==> src/rtl/core/vffs_pkg.sv <==
// Package for the video frame fade scaler: field widths, fixed-point
// constants and configuration register indexes. No dependencies.
`default_nettype none

package vffs_pkg;

  // Field widths
  localparam int unsigned SampleW = 8;
  localparam int unsigned FactorW = 17;
  localparam int unsigned FrameW  = 25;
  localparam int unsigned StartW  = 24;
  localparam int unsigned CountW  = 17;
  localparam int unsigned StepW   = 17;
  localparam int unsigned CfgIdxW = 2;
  localparam int unsigned CfgDataW = 24;

  // Width of the rounding datapath: product plus 10.16 rounding term
  localparam int unsigned AccW = 26;

  // 1.16 factor constants
  localparam logic [FactorW-1:0] FACTOR_MAX  = 17'd65535;
  localparam logic [FactorW-1:0] FACTOR_ONE  = 17'd65536;
  localparam logic [FactorW-1:0] FACTOR_ZERO = 17'd0;
  localparam logic [FrameW-1:0]  FRAME_MAX   = 25'h1FF_FFFF;

  // Rounding terms: 0.5 for luma, 128.5 for chroma (both 10.16)
  localparam logic [AccW-1:0] LUMA_ROUND   = 26'd32768;
  localparam logic [AccW-1:0] CHROMA_ROUND = 26'd8421376;

  // Configuration reset values
  localparam logic [StartW-1:0] START_RST = 24'd0;
  localparam logic [CountW-1:0] COUNT_RST = 17'd1;
  localparam logic [StepW-1:0]  STEP_RST  = 17'd65536;

  // Configuration register indexes
  typedef enum logic [CfgIdxW-1:0] {
    REG_DIRECTION = 2'd0,
    REG_START     = 2'd1,
    REG_COUNT     = 2'd2,
    REG_STEP      = 2'd3
  } cfg_reg_t;

  // Fade direction codes
  typedef enum logic {
    DIR_FADE_IN  = 1'b0,
    DIR_FADE_OUT = 1'b1
  } fade_dir_t;

  // Per-transfer event from the input side to the fade controller
  typedef struct packed {
    logic accept;
    logic frame_end;
  } in_evt_t;

endpackage : vffs_pkg

`default_nettype wire

==> src/rtl/core/vffs_fade_ctrl.sv <==
// Fade controller: configuration registers, fade factor and frame counter.
// Depends on vffs_pkg.
`default_nettype none

module vffs_fade_ctrl
  import vffs_pkg::*;
(
  input  wire logic                clk,
  input  wire logic                rst_n,
  input  wire logic                cfg_we,
  input  wire logic [CfgIdxW-1:0]  cfg_index,
  input  wire logic [CfgDataW-1:0] cfg_data,
  input  wire in_evt_t             evt,
  output logic [FactorW-1:0]       factor
);

  fade_dir_t           dir_r,    dir_nxt;
  logic [StartW-1:0]   start_r,  start_nxt;
  logic [CountW-1:0]   count_r,  count_nxt;
  logic [StepW-1:0]    step_r,   step_nxt;
  logic [FactorW-1:0]  factor_r, factor_nxt;
  logic [FrameW-1:0]   frame_r,  frame_nxt;

  logic [FrameW:0]     stop;
  logic                in_window;
  logic [FactorW:0]    sum_up;
  logic [FactorW:0]    moved;
  logic [FactorW-1:0]  clipped;

  // Factor update for one frame end
  always_comb begin
    stop      = {{(FrameW+1-StartW){1'b0}}, start_r} + {{(FrameW+1-CountW){1'b0}}, count_r};
    in_window = (frame_r >= {{(FrameW-StartW){1'b0}}, start_r}) &&
                ({1'b0, frame_r} <= stop);
    sum_up    = {1'b0, factor_r} + {1'b0, step_r};
    moved     = {1'b0, factor_r};
    if (in_window) begin
      if (dir_r == DIR_FADE_OUT) begin
        moved = (step_r >= factor_r) ? '0 : {1'b0, factor_r - step_r};
      end else begin
        moved = sum_up;
      end
    end
    clipped = (moved > {1'b0, FACTOR_MAX}) ? FACTOR_MAX : moved[FactorW-1:0];
  end

  // Next state: register writes restart on direction, frame ends move factor
  always_comb begin
    dir_nxt    = dir_r;
    start_nxt  = start_r;
    count_nxt  = count_r;
    step_nxt   = step_r;
    factor_nxt = factor_r;
    frame_nxt  = frame_r;
    if (cfg_we) begin
      case (cfg_reg_t'(cfg_index))
        REG_DIRECTION: begin
          dir_nxt    = fade_dir_t'(cfg_data[0]);
          factor_nxt = cfg_data[0] ? FACTOR_ONE : FACTOR_ZERO;
          frame_nxt  = '0;
        end
        REG_START: start_nxt = cfg_data[StartW-1:0];
        REG_COUNT: count_nxt = cfg_data[CountW-1:0];
        REG_STEP:  step_nxt  = cfg_data[StepW-1:0];
        default: ;
      endcase
    end else if (evt.accept && evt.frame_end) begin
      factor_nxt = clipped;
      if (frame_r != FRAME_MAX) begin
        frame_nxt = frame_r + 1'b1;
      end
    end
  end

  always_ff @(posedge clk) begin
    if (!rst_n) begin
      dir_r    <= DIR_FADE_IN;
      start_r  <= START_RST;
      count_r  <= COUNT_RST;
      step_r   <= STEP_RST;
      factor_r <= FACTOR_ZERO;
      frame_r  <= '0;
    end else begin
      dir_r    <= dir_nxt;
      start_r  <= start_nxt;
      count_r  <= count_nxt;
      step_r   <= step_nxt;
      factor_r <= factor_nxt;
      frame_r  <= frame_nxt;
    end
  end

  assign factor = factor_r;

endmodule : vffs_fade_ctrl

`default_nettype wire

==> config.mk <==
export PLATFORM = sky130hd
export DESIGN_NAME = vffs_fade_ctrl
export DESIGN_NICKNAME = d
export VERILOG_FILES = /design/src/rtl/core/vffs_pkg.sv /design/src/rtl/core/vffs_fade_ctrl.sv
export SDC_FILE = /design/constraint.sdc
export NUM_CORES = 1
export LEC_CHECK = 0
export BUFFER_PORTS_ARGS = -buffer_cell sky130_fd_sc_hd__buf_2
export CORE_ASPECT_RATIO = 1.75
export CORE_UTILIZATION = 25
export DETAILED_ROUTE_END_ITERATION = 12
export SETUP_SLACK_MARGIN = 0.15
export SKIP_LAST_GASP = 1
export SLEW_MARGIN = 20
export SYNTH_ARGS = -nofsm -noshare
export SYNTH_HDL_FRONTEND = slang
export SYNTH_SLANG_ARGS = --single-unit
==> constraint.sdc <==
create_clock -name clk -period 5.5 [get_ports clk]
set_input_delay 0.55 -clock clk [delete_from_list [all_inputs] [get_ports clk]]
set_output_delay 0.55 -clock clk [all_outputs]
set_load 0.02 [all_outputs]
# Yosys cells after proc, flatten, opt, wreduce, memory -nomap -nowiden

Index checks and enable logic that the tools add are counted.

Bits in registers: 101
Input port bits: 31
Output and inout bits: 17
Word-level logic and storage cells: 42

$add $sub $neg: 4
$lt $le $gt $ge: 4
Equality and inequality tests: 5
Muxes and demuxes: 12
Reduce and logical (&&, ||, !) cells: 11

Operator list:

| operator              | number |
|---|---|
| $mux 17               | 6 |
| $mux 25               | 4 |
| $mux 18               | 2 |
| $add 24x17->25        | 1 |
| $add 25x1->25 const B | 1 |
| $ge 25x24->1          | 1 |
| $le 25x25->1          | 1 |
| $ne 25x25->1 const B  | 1 |
| $add 17x17->18        | 1 |
| $gt 18x16->1 const B  | 1 |
| $ge 17x17->1          | 1 |
| $sub 17x17->17        | 1 |
| $reduce_and 2->1      | 5 |
| $eq 2x2->1 const B    | 2 |
| $reduce_bool 2->1     | 2 |
| $reduce_and 3->1      | 1 |
| $eq 2x1->1 const B    | 1 |
| $logic_and 1x1->1     | 2 |
| $logic_not 2->1       | 1 |
| $ne 2x1->1 const B    | 1 |

# Logic depth before layout (Yosys ltp)

Gate-level depths: netlist (run 1).

Word-level depth: 8
Mapped depth: 21
Gate-level depth less buffers: 20

# Worst setup path after synthesis (run 1)

Ideal clock, no wire load.

Kind: register -> register
Start point: register start_r[0]
End point: register factor_r[10], in the netlist factor[10]
Library setup time: 95 ps
Data arrival time: 4122 ps
Data required time: 5405 ps
Slack: 1283 ps
Cell stages (with the launch flop): 21
Buffers on the path: 1
Period minus slack after synthesis: 4217 ps
Cell sequence: dfxtp_1 ha_1 inv_1 fa_1 nor2b_1 o21ai_0 a21boi_0 o31ai_1 a211oi_1 o31a_1 o2111ai_1 xnor2_1 ha_1 a21o_1 a21oi_1 nor2b_1 o41ai_1 nand3_1 o21a_1 clkbuf_1 a221oi_1

Cells in the longest elaborated chain, start to end: 8
Elaborated cells on any way between the ends: 9
Classes of those cells: add/sub: 1; order compare: 3; mux: 4; reduce/logical: 1

RTL lines:

| what                     | line                 | RTL |
|---|---|---|
| start: declaration       | vffs_fade_ctrl.sv:18 | `logic [StartW-1:0] start_r, start_nxt;` |
| start signal: assignment | vffs_fade_ctrl.sv:85 | `start_r <= start_nxt;` |
| $add 24x17->25           | vffs_fade_ctrl.sv:32 | `stop = {{(FrameW+1-StartW){1'b0}}, start_r} + {{(FrameW+1-CountW){1'b0}}, count_r};` |
| $le 25x25->1             | vffs_fade_ctrl.sv:34 | `({1'b0, frame_r} <= stop);` |
| $logic_and 1x1->1 *      | vffs_fade_ctrl.sv:33 | `in_window = (frame_r >= {{(FrameW-StartW){1'b0}}, start_r}) &&` |
| $mux 18 *                | vffs_fade_ctrl.sv:37 | `if (in_window) begin` |
| $gt 18x16->1             | vffs_fade_ctrl.sv:44 | `clipped = (moved > {1'b0, FACTOR_MAX}) ? FACTOR_MAX : moved[FactorW-1:0];` |
| $mux 17 *                | vffs_fade_ctrl.sv:44 |  |
| $mux 17 *                | vffs_fade_ctrl.sv:67 | `end else if (evt.accept && evt.frame_end) begin` |
| $mux 17 *                | vffs_fade_ctrl.sv:55 | `if (cfg_we) begin` |
| end signal: assignment   | vffs_fade_ctrl.sv:88 | `factor_r <= factor_nxt;` |
| end: declaration         | vffs_fade_ctrl.sv:21 | `logic [FactorW-1:0] factor_r, factor_nxt;` |

Every way passes the cells marked *; elsewhere a longest branch is shown, timed or not. The select of a mux whose other input is x is not followed.
A chain may end at the register's enable or synchronous reset.

# Worst setup path after layout (run 1)

Start point: register start_r[0]
End point: register factor_r[2], in the netlist factor[2]

The elaborated chain is that of the path after synthesis.

==> results.py, run 1 <==
metrics = {
    "drt": {
        "post_drt_via_cell_ratio": 5.09,
        "detail_route.iter0.violations": 331,
        "ant_nets": 0,
        "drc": 0,
        "route.final.wire_length_um": 23500,
        "drt-pass1-iter-count": 4,
        "num_vias": 7289,
        "drt-wirelength-per-cell_um": 16.4,
    },
    "finish": {
        "drive_gt1_share_pct": 8.35,
        "stdcell_count": 1433,
        "final_net_count": 1172,
        "synthesis_to_finish_area_growth_pct": 11.2,
        "final_area_mm2": 0.00871,
        "count_of_inserted_antenna_diode_cells": 0,
    },
    "global_routing": {
        "grt_antenna_before_repair": 0,
        "grt_start_max_net_pins": 35,
        "first_global_vias": 7411,
        "grt_pass1_wl_um": 37500,
        "groute.usage.overall_pct": 14.9,
        "grt_remaining_overflow": 0,
    },
    "critical_path": {
        "crit_path_end_kind": "register",
        "timing.critical_path.buf_inv": 2,
        "timing.critical_path.required_ps": 5750,
        "setup.worst_path.start_class": "register",
        "timing.critical_path.max_delay_family": "compound AO/OA/AOI/OAI gates",
        "critical_path.cell_chain": "ha_1, inv_1, fa_1, nor2b_1, o21ai_0, a21boi_0, o31ai_1, buf_4, a211oi_1, o31a_1, o2111ai_1, xnor2_1, ha_1, a21o_1, a21oi_1, nor2b_1, o41ai_1, nand3_1, o21a_2, a221oi_1",
        "crit_path_max_fanout": 15,
        "timing.critical_path.arrival_ps": 5180,
        "timing_worst_setup_path_type": "register to register",
        "worst_path_largest_cell_delay_ps": 400,
        "critPathSlowestCell": "o21a_2",
    },
    "yosys": {
        "ys_async_sr_fraction_pct": 0,
        "synth.lib_cells_used.distinct": 70,
        "synth-seq-cells": 101,
        "postSynthAreaPerCell_um2": 7.69,
        "yosysTopAreaCellShare_pct": 25.8,
        "syn_area_mm2": 0.00784,
        "synth_largest_area_cell": "dfxtp_1",
        "synth.top_cells.by_area": "dfxtp_1 26%, ha_1 16%, nand2_1 7.4%",
        "synth_edf_count": 0,
        "yosys_warnings": 0,
        "yosysSeqAreaShare_pct": 25.8,
        "synth_top_flop_cell": "dfxtp_1",
        "synth_net_count": 1155,
        "synthCells": 1020,
    },
    "run": {
        "drv_cap": 0,
    },
    "die": {
        "floorplan.initialDensity_pct": 25.4,
        "placement_rows": 85,
        "die_width_um": 136,
        "fp.coreArea_mm2": 0.0308,
        "top_level_pins": 48,
        "dieHeight_um": 236,
        "dieArea_mm2": 0.0321,
    },
    "status": {
        "result_of_the_run": "complete, no violations",
    },
    "timing": {
        "fin_ws_ps": 575,
        "timing.setup.tns_ps": 0,
        "timing_worst_slew_pin_value_ps": 1100,
        "rsz0062_at_grt": "false",
        "finalSetupViolations": 0,
        "timing.final.crit_period_ps": 4920,
        "slew_headroom_pct": 26.7,
        "timing_max_transition_violations_final": 0,
        "fmax_mhz": 203,
        "timing_hold_violations_final": 0,
        "final.setup_skew_ps": 13.9,
        "finalCritPeriodShare_pct": 89.5,
    },
    "clock_tree": {
        "cts_setup_buffers": 0,
        "clockBufferDepth": 2,
        "clk_pin_slew_worst_paths_ps": 80,
        "tritoncts_clock_tree": "done",
        "clock_insertion_delay_worst_skew_ps": 360,
        "htree_num_levels": 3,
        "post_cts.resized_instances": 0,
        "hold_buffers": 0,
        "cts.sinks": 101,
        "numCtsBuffers": 9,
        "ctsRootBufferMaster": "clkbuf_16",
    },
    "placed_design": {
        "dpl_worst_slack_ps": 529,
        "placement.io_buffers": 47,
        "dpl_cell_area_mm2": 0.00841,
        "placed_cells_incl_taps": 1417,
        "dp_hpwl_um": 19300,
        "globalplace.congestion": 0.978,
    },
    "pwr": {
        "pleak_nw": 3.58,
        "vdd.ir_drop.worst_uv": 138,
        "powerDensity_mw_per_mm2": 214,
    },
    "hold_path": {
        "hold_path_class": "input port to register",
    },
}
[cell usage after synthesis (all sizes together), types with 7 or more instances]
cell type  number
nand2         155
a21oi         116
dfxtp         101
ha            101
inv            75
nor2           63
xnor2          48
clkbuf         36
o21ai          29
a21o           24
nand3          23
nand4          21
nor3           21
a221oi         17
xor2           16
a31oi          15
and3           12
buf            12
a211oi         11
nor2b          11
o211ai         11
o21a           10
or3             9
nor4            7
[tightest hold or removal path: cells and delay by family]
| family | cells | cell delay (ps) |
|---|---|---|
| buf+inv | 1 | 90 |
| simple gates | 1 | 50 |
| compound gates | 1 | 50 |
[path summary, 6_finish.rpt]
path,startpoint,end,slack (ps),cells past startpoint
worst min-delay path,cfg_data[17],start_r[17],430,3
worst min register to register,count_r[16],count_r[16],460,2
worst max-delay path,start_r[0],factor[2],580,20
worst max register to register,start_r[0],factor[2],580,20
[cells by family after synthesis]
family	count (synthesis)	share of synthesized area, %
xor gates and xnor gates	64	7.15
and+or+nand+nor	349	20.7
adders and majority gates	104	16.9
buffers and inverters	124	6.29
AOI/OAI and AO/OA	278	23.2
DFF	101	25.8
[routing by layer]
| metal | vias to the layer above | global-route usage, % | share of wire, % |
|---|---|---|---|
| met1 | 3461 | 14.0 | 36 |
| met4 | 0 | 8.96 | 5.1 |
| met2 | 120 | 30.0 | 57 |
| met3 | 61 | 1.38 | 1.9 |
| met5 | - | 0 | 0 |
| li1 | 3647 | - | - |
[registers in the layout, indices dropped and copies added (netlist names)]
signal and cells:
frame_r 25, start_r 24, count_r 17, factor 17
step_r 17, dir_r 1
[power by group]
part | switching, mW | internal, mW | total [mW] | leakage [nW]
Combinational | 0.260 | 0.172 | 0.432 | 2.62
Clock | 0.328 | 0.324 | 0.652 | 0.149
Sequential | 0.0245 | 0.752 | 0.776 | 0.819
[layout make-up]
| type | count | area [um2] |
|---|---|---|
| Clock inverter | 7 | 76.3 |
| Inverter | 76 | 285 |
| Tap cell | 391 | 489 |
| Fill cell | 3364 | 22100 |
| Sequential cell | 101 | 2020 |
| Multi-Input combinational cell | 795 | 5330 |
| Clock buffer | 9 | 225 |
| Timing Repair Buffer | 54 | 288 |
[metrics by stage]
stage / total power, mW / util, % / hold slack (ps)
after floorplan: 1.11 / - / 436
after global placement: 1.22 / 27.3 / 448
after detailed placement: 1.23 / 27.3 / 454
after CTS: 1.87 / 28.3 / 421
after global routing: 1.95 / 28.3 / 429
final: 1.86 / 28.3 / 428
[cell usage in the layout, fill, tap and decap left out, types with 6 or more instances in the layout]
| cell | count |
|---|---|
| buf_2 | 47 |
| a21o_1 | 22 |
| inv_1 | 75 |
| xnor2_1 | 48 |
| and3_1 | 12 |
| a221oi_1 | 16 |
| or3_1 | 9 |
| clkbuf_16 | 9 |
| nand4_1 | 21 |
| nor3_1 | 21 |
| nor4_1 | 6 |
| nor2_1 | 62 |
| ha_1 | 101 |
| nor2b_1 | 11 |
| nand3_1 | 23 |
| a31oi_1 | 15 |
| o21a_1 | 9 |
| nand2_1 | 155 |
| buf_4 | 7 |
| a211oi_1 | 9 |
| o211ai_1 | 11 |
| a21oi_1 | 115 |
| o21ai_0 | 28 |
| xor2_1 | 16 |
| dfxtp_1 | 101 |
No activity file was read; power rests on OpenSTA's default activity.
==> inputs of run 2 (changes only) <==
==> constraint.sdc (replaced) <==
create_clock -name clk -period 5.5 [get_ports clk]
set_input_delay 1.1 -clock clk [delete_from_list [all_inputs] [get_ports clk]]
set_output_delay 1.1 -clock clk [all_outputs]
set_load 0.02 [all_outputs]
==> results.py, run 2 (synthesized netlist as in run 1, its figures left out) <==
metrics = {
    "status": {
        "result_of_the_run": "complete, no violations",
    },
    "finish": {
        "synthesis_to_finish_area_growth_pct": 11.0,
        "final_net_count": 1172,
        "largest_register_ffs": 25,
        "layout.cells.most_common_list": "155 x nand2_1, 115 x a21oi_1, 101 x ha_1, 101 x dfxtp_1, 75 x inv_1",
        "final_common_cell": "nand2_1",
        "max_flop_register": "frame_r",
        "count_of_inserted_antenna_diode_cells": 0,
        "reg.largest.list": "frame_r: 25 flops, start_r: 24 flops",
        "drive_gt1_share_pct": 8.35,
        "fill_cells": 3405,
        "post-route-util_pct": 28.2,
        "stdcell_count": 1433,
    },
    "drt": {
        "drc": 0,
        "drt-wirelength-per-cell_um": 16.4,
        "detail_route.iter0.violations": 339,
        "num_vias": 7339,
        "route.final.wire_length_um": 23600,
        "drt-pass1-iter-count": 6,
        "ant_nets": 0,
        "post_drt_via_cell_ratio": 5.12,
    },
    "pwr": {
        "combinationalPowerShare_pct": 23.5,
        "powerDensity_mw_per_mm2": 212,
        "p_int_mw": 1.24,
        "power_switching_share_pct": 32.6,
        "vdd.ir_drop.worst_uv": 124,
        "pwr-share-clk_pct": 34.4,
        "pleak_nw": 3.58,
        "share_seq_of_total_power_pct": 42.1,
        "power.net_switching_mw": 0.601,
    },
    "global_routing": {
        "groute.usage.overall_pct": 14.9,
        "grt_remaining_overflow": 0,
        "grt_antenna_before_repair": 1,
        "grt_pass1_wl_um": 37400,
        "first_global_vias": 7241,
        "grt_start_max_net_pins": 32,
    },
    "critical_path": {
        "crit_path_max_fanout": 15,
        "timing_worst_setup_path_type": "register to register",
        "setup.worst_path.start_class": "register",
        "critPathSlowestCell": "o21a_2",
        "crit_path_most_repeated_cell": "ha_1",
        "timing.reg2reg.setup_slack_ps": 660,
        "crit_path_end_kind": "register",
        "critical_path.cell_chain": "ha_1, inv_1, fa_1, nor2b_1, o21ai_0, a21boi_0, o31ai_1, buf_4, a211oi_1, o31a_1, o2111ai_1, xnor2_1, ha_1, nand4_1, nor4_1, nand2_1, o41ai_1, nand3_1, o21a_2, a221oi_1",
        "timing.critical_path.required_ps": 5760,
        "worst_path_largest_cell_delay_ps": 400,
        "timing.critical_path.arrival_ps": 5100,
    },
    "hold_path": {
        "hold_path_class": "register to register",
    },
    "timing": {
        "fmax_mhz": 206,
        "rsz0062_at_grt": "false",
        "finalSetupViolations": 0,
        "final.setup_skew_ps": 11.6,
        "fin_ws_ps": 657,
        "finalCritPeriodShare_pct": 88.1,
        "timing_hold_violations_final": 0,
        "timing.final.crit_period_ps": 4840,
        "slew_headroom_pct": 25.8,
        "timing_max_transition_violations_final": 0,
        "timing_worst_slew_pin_value_ps": 1110,
        "timing.setup.tns_ps": 0,
    },
    "placed_design": {
        "placement.io_buffers": 47,
        "placed_cells_incl_taps": 1417,
        "dpl_worst_slack_ps": 588,
        "dp_hpwl_um": 19400,
        "globalplace.congestion": 0.979,
    },
    "clock_tree": {
        "hold_buffers": 0,
        "cts_setup_buffers": 0,
        "ctsRootBufferMaster": "clkbuf_16",
        "clock_insertion_delay_worst_skew_ps": 360,
        "htree_num_levels": 3,
        "clockBufferDepth": 2,
        "tritoncts_clock_tree": "done",
        "post_cts.resized_instances": 0,
        "clk_pin_slew_worst_paths_ps": 80,
        "cts.sinks": 101,
        "numCtsBuffers": 9,
    },
    "die": {
        "placement_rows": 85,
        "top_level_pins": 48,
        "die_width_um": 136,
        "dieArea_mm2": 0.0321,
        "dieHeight_um": 236,
        "fp.coreArea_mm2": 0.0308,
        "floorplan.initialDensity_pct": 25.4,
    },
    "run": {
        "drv_cap": 0,
    },
}
==> run 2: cell types whose count changed in the layout (fill, tap and decap cells not counted) <==
cell and change:
clkinv_8 -1, inv_6 +1, clkinvlp_4 +1, inv_8 -1
==> run 2: power by group through the flow <==
stage / logic, mW / registers, mW / clock network, mW
2_1_floorplan: 0.315 / 0.791 / 0
3_3_place_gp: 0.429 / 0.793 / 0
3_5_place_dp: 0.432 / 0.794 / 0
4_1_cts: 0.434 / 0.777 / 0.647
5_1_grt: 0.478 / 0.779 / 0.680
6_report: 0.434 / 0.776 / 0.634
==> run 2: final timing paths <==
check	startpoint	endpoint	cells past startpoint
setup / recovery	start_r[0]	factor[2]	20
hold / removal	start_r[20]	start_r[20]	2
setup reg to reg	start_r[0]	factor[2]	20
hold reg to reg	start_r[20]	start_r[20]	2
==> run 2: critical path, delay by kind of cell, from the launching register on <==
family                   cells  cell delay, ps
AO/OA/AOI/OAI                9            2070
AND/OR/NAND/NOR              5            1050
adder cells (fa/ha/maj)      3             870
flip-flops                   1             360
buffers and inverters        2             220
XOR/XNOR                     1             160
==> run 2: stage by stage <==
step                      hold WS (ps)  total power, mW  area [um2]
after floorplan                    436             1.11        7840
after global placement             448             1.22        8410
after detailed placement           460             1.23        8410
after CTS                          471             1.86        8700
after global routing               477             1.94        8700
final                              467             1.84        8700
==> run 2: layout make-up <==
class                           count  area [um2]  share of cell area, %
Clock buffer                        9         225                   2.59
Clock inverter                      7        65.1                  0.748
Inverter                           76         285                   3.28
Multi-Input combinational cell    795        5330                   61.2
Sequential cell                   101        2020                   23.2
Tap cell                          391         489                   5.62
Timing Repair Buffer               54         288                   3.31
==> run 2: routing by layer <==
layer / part of all wire [%] / vias up / global-route usage (%)
met5: 0.034 / - / 0
li1: - / 3635 / -
met2: 58 / 149 / 30.5
met1: 35 / 3497 / 13.8
met3: 2.5 / 56 / 1.83
met4: 4.2 / 2 / 7.74
==> inputs of run 3 (changes only) <==
- CELL_PAD_IN_SITES_DETAIL_PLACEMENT: not set -> 0
- CELL_PAD_IN_SITES_GLOBAL_PLACEMENT: not set -> 2
- PLACE_DENSITY_LB_ADDON: not set -> 0.1
==> results.py, run 3 (synthesized netlist as in run 1, its figures left out) <==
metrics = {
    "clock_tree": {
        "cts.sinks": 101,
        "ctsRootBufferMaster": "clkbuf_16",
        "htree_num_levels": 3,
        "post_cts.resized_instances": 0,
        "hold_buffers": 0,
        "clk_pin_slew_worst_paths_ps": 90,
        "numCtsBuffers": 9,
        "tritoncts_clock_tree": "done",
        "cts_setup_buffers": 0,
        "clockBufferDepth": 2,
        "clock_insertion_delay_worst_skew_ps": 380,
    },
    "finish": {
        "synthesis_to_finish_area_growth_pct": 11.7,
        "drive_gt1_share_pct": 8.72,
        "post-route-util_pct": 28.4,
        "stdcell_count": 1434,
        "final_common_cell": "nand2_1",
        "final_net_count": 1173,
        "layout.cells.most_common_list": "155 x nand2_1, 115 x a21oi_1, 101 x ha_1, 101 x dfxtp_1, 75 x inv_1",
        "max_flop_register": "frame_r",
        "final_area_mm2": 0.00876,
        "reg.largest.list": "frame_r: 25 flops, start_r: 24 flops",
        "largest_register_ffs": 25,
        "count_of_inserted_antenna_diode_cells": 0,
    },
    "pwr": {
        "total_power_mw": 1.96,
        "powerDensity_mw_per_mm2": 223,
        "vdd.ir_drop.worst_uv": 158,
        "pleak_nw": 3.60,
    },
    "drt": {
        "drc": 0,
        "ant_nets": 0,
        "drt-pass1-iter-count": 4,
        "detail_route.iter0.violations": 278,
        "num_vias": 7186,
        "route.final.wire_length_um": 27700,
        "drt-wirelength-per-cell_um": 19.3,
        "post_drt_via_cell_ratio": 5.01,
    },
    "timing": {
        "finalSetupViolations": 0,
        "timing_hold_violations_final": 0,
        "rsz0062_at_grt": "false",
        "worst_hold_slack_ps": 464,
        "slew_headroom_pct": 33.4,
        "finalCritPeriodShare_pct": 85.7,
        "timing.final.crit_period_ps": 4710,
        "timing_worst_slew_pin_value_ps": 986,
        "timing.setup.tns_ps": 0,
        "fmax_mhz": 212,
        "fin_ws_ps": 789,
        "timing_max_transition_violations_final": 0,
        "final.setup_skew_ps": 18.1,
    },
    "critical_path": {
        "setup.worst_path.start_class": "register",
        "timing.rr.start": "start_r[0]",
        "timing.critical_path.required_ps": 5770,
        "critical_path.startpoint": "start_r[0]",
        "crit_path_end_kind": "register",
        "timing.critical_path.arrival_ps": 4980,
        "crit_path_max_fanout": 15,
        "timing.critical_path.buf_inv": 2,
        "rr_worst_depth": 20,
        "critical_path.cell_chain": "ha_1, inv_1, fa_1, nor2b_1, o21ai_0, a21boi_1, o31ai_1, buf_4, a211oi_1, o31a_1, o2111ai_1, xnor2_1, ha_1, a21o_1, a21oi_1, nor2b_1, o41ai_1, nand3_2, o21a_2, a221oi_1",
        "depth_of_the_critical_timing_path_with_buffers_and_inverters_included": 20,
        "critPathSlowestCell": "o41ai_1",
        "timing.critical_path.max_delay_family": "compound AO/OA/AOI/OAI gates",
        "worst_path_largest_cell_delay_ps": 400,
        "timing_worst_setup_path_type": "register to register",
    },
    "placed_design": {
        "dp_hpwl_um": 22600,
        "dpl_worst_slack_ps": 412,
        "placed_cells_incl_taps": 1418,
        "dpl_cell_area_mm2": 0.00842,
        "placement.io_buffers": 47,
        "globalplace.congestion": 0.767,
    },
    "global_routing": {
        "grt_remaining_overflow": 0,
        "grt_start_max_net_pins": 61,
        "grt_pass1_wl_um": 43400,
        "first_global_vias": 7507,
        "grt_antenna_before_repair": 0,
        "groute.usage.overall_pct": 18.2,
    },
    "hold_path": {
        "hold_path_class": "register to register",
        "holdCritStartpoint": "dir_r",
        "min_path_cells": 2,
    },
    "die": {
        "top_level_pins": 48,
        "fp.coreArea_mm2": 0.0308,
        "dieHeight_um": 236,
        "die_width_um": 136,
        "placement_rows": 85,
        "dieArea_mm2": 0.0321,
        "floorplan.initialDensity_pct": 25.4,
    },
    "status": {
        "result_of_the_run": "complete, no violations",
    },
    "run": {
        "drv_cap": 0,
    },
}
-- run 3: changes by cell type in the layout (fill, tap and decap cells not counted), sizes merged --
cell / previous run / this run
buf: 54 / 55
bufinv: 0 / 2
clkinv: 3 / 4
inv: 79 / 76
-- run 3: path summary, 6_finish.rpt --
| check | end | slack [ps] |
|---|---|---|
| max | factor[4] | 790 |
| min reg2reg | dir_r | 460 |
| max reg2reg | factor[4] | 790 |
| min | dir_r | 460 |
-- run 3: final cells by class --
cell class / instances / area, um2
tap: 391 / 489
fill: 3425 / 22100
clock inverter: 7 / 98.8
timing repair buffer: 55 / 295
multi-input combinational: 795 / 5340
sequential: 101 / 2020
inverter: 76 / 287
clock buffer: 9 / 225
-- run 3: per-layer routing --
layer	wire, um	track usage, %	vias up	share of wire (%)
li1	-	-	3642	-
met3	431	2.02	35	1.6
met2	16500	37.3	74	60
met5	0	0	-	0
met1	10000	17.7	3435	36
met4	735	6.73	0	2.6
-- run 3: report_power, final --
group          internal, mW  total (mW)  switching, mW
logic                 0.175       0.452          0.277
clock network         0.402       0.729          0.327
registers             0.752       0.776         0.0238
-- run 3: tightest hold or removal path: stages, from the launching register on --
cell and delay [ps]:
dfxtp_1 320, nand2_1 50, a21oi_1 60
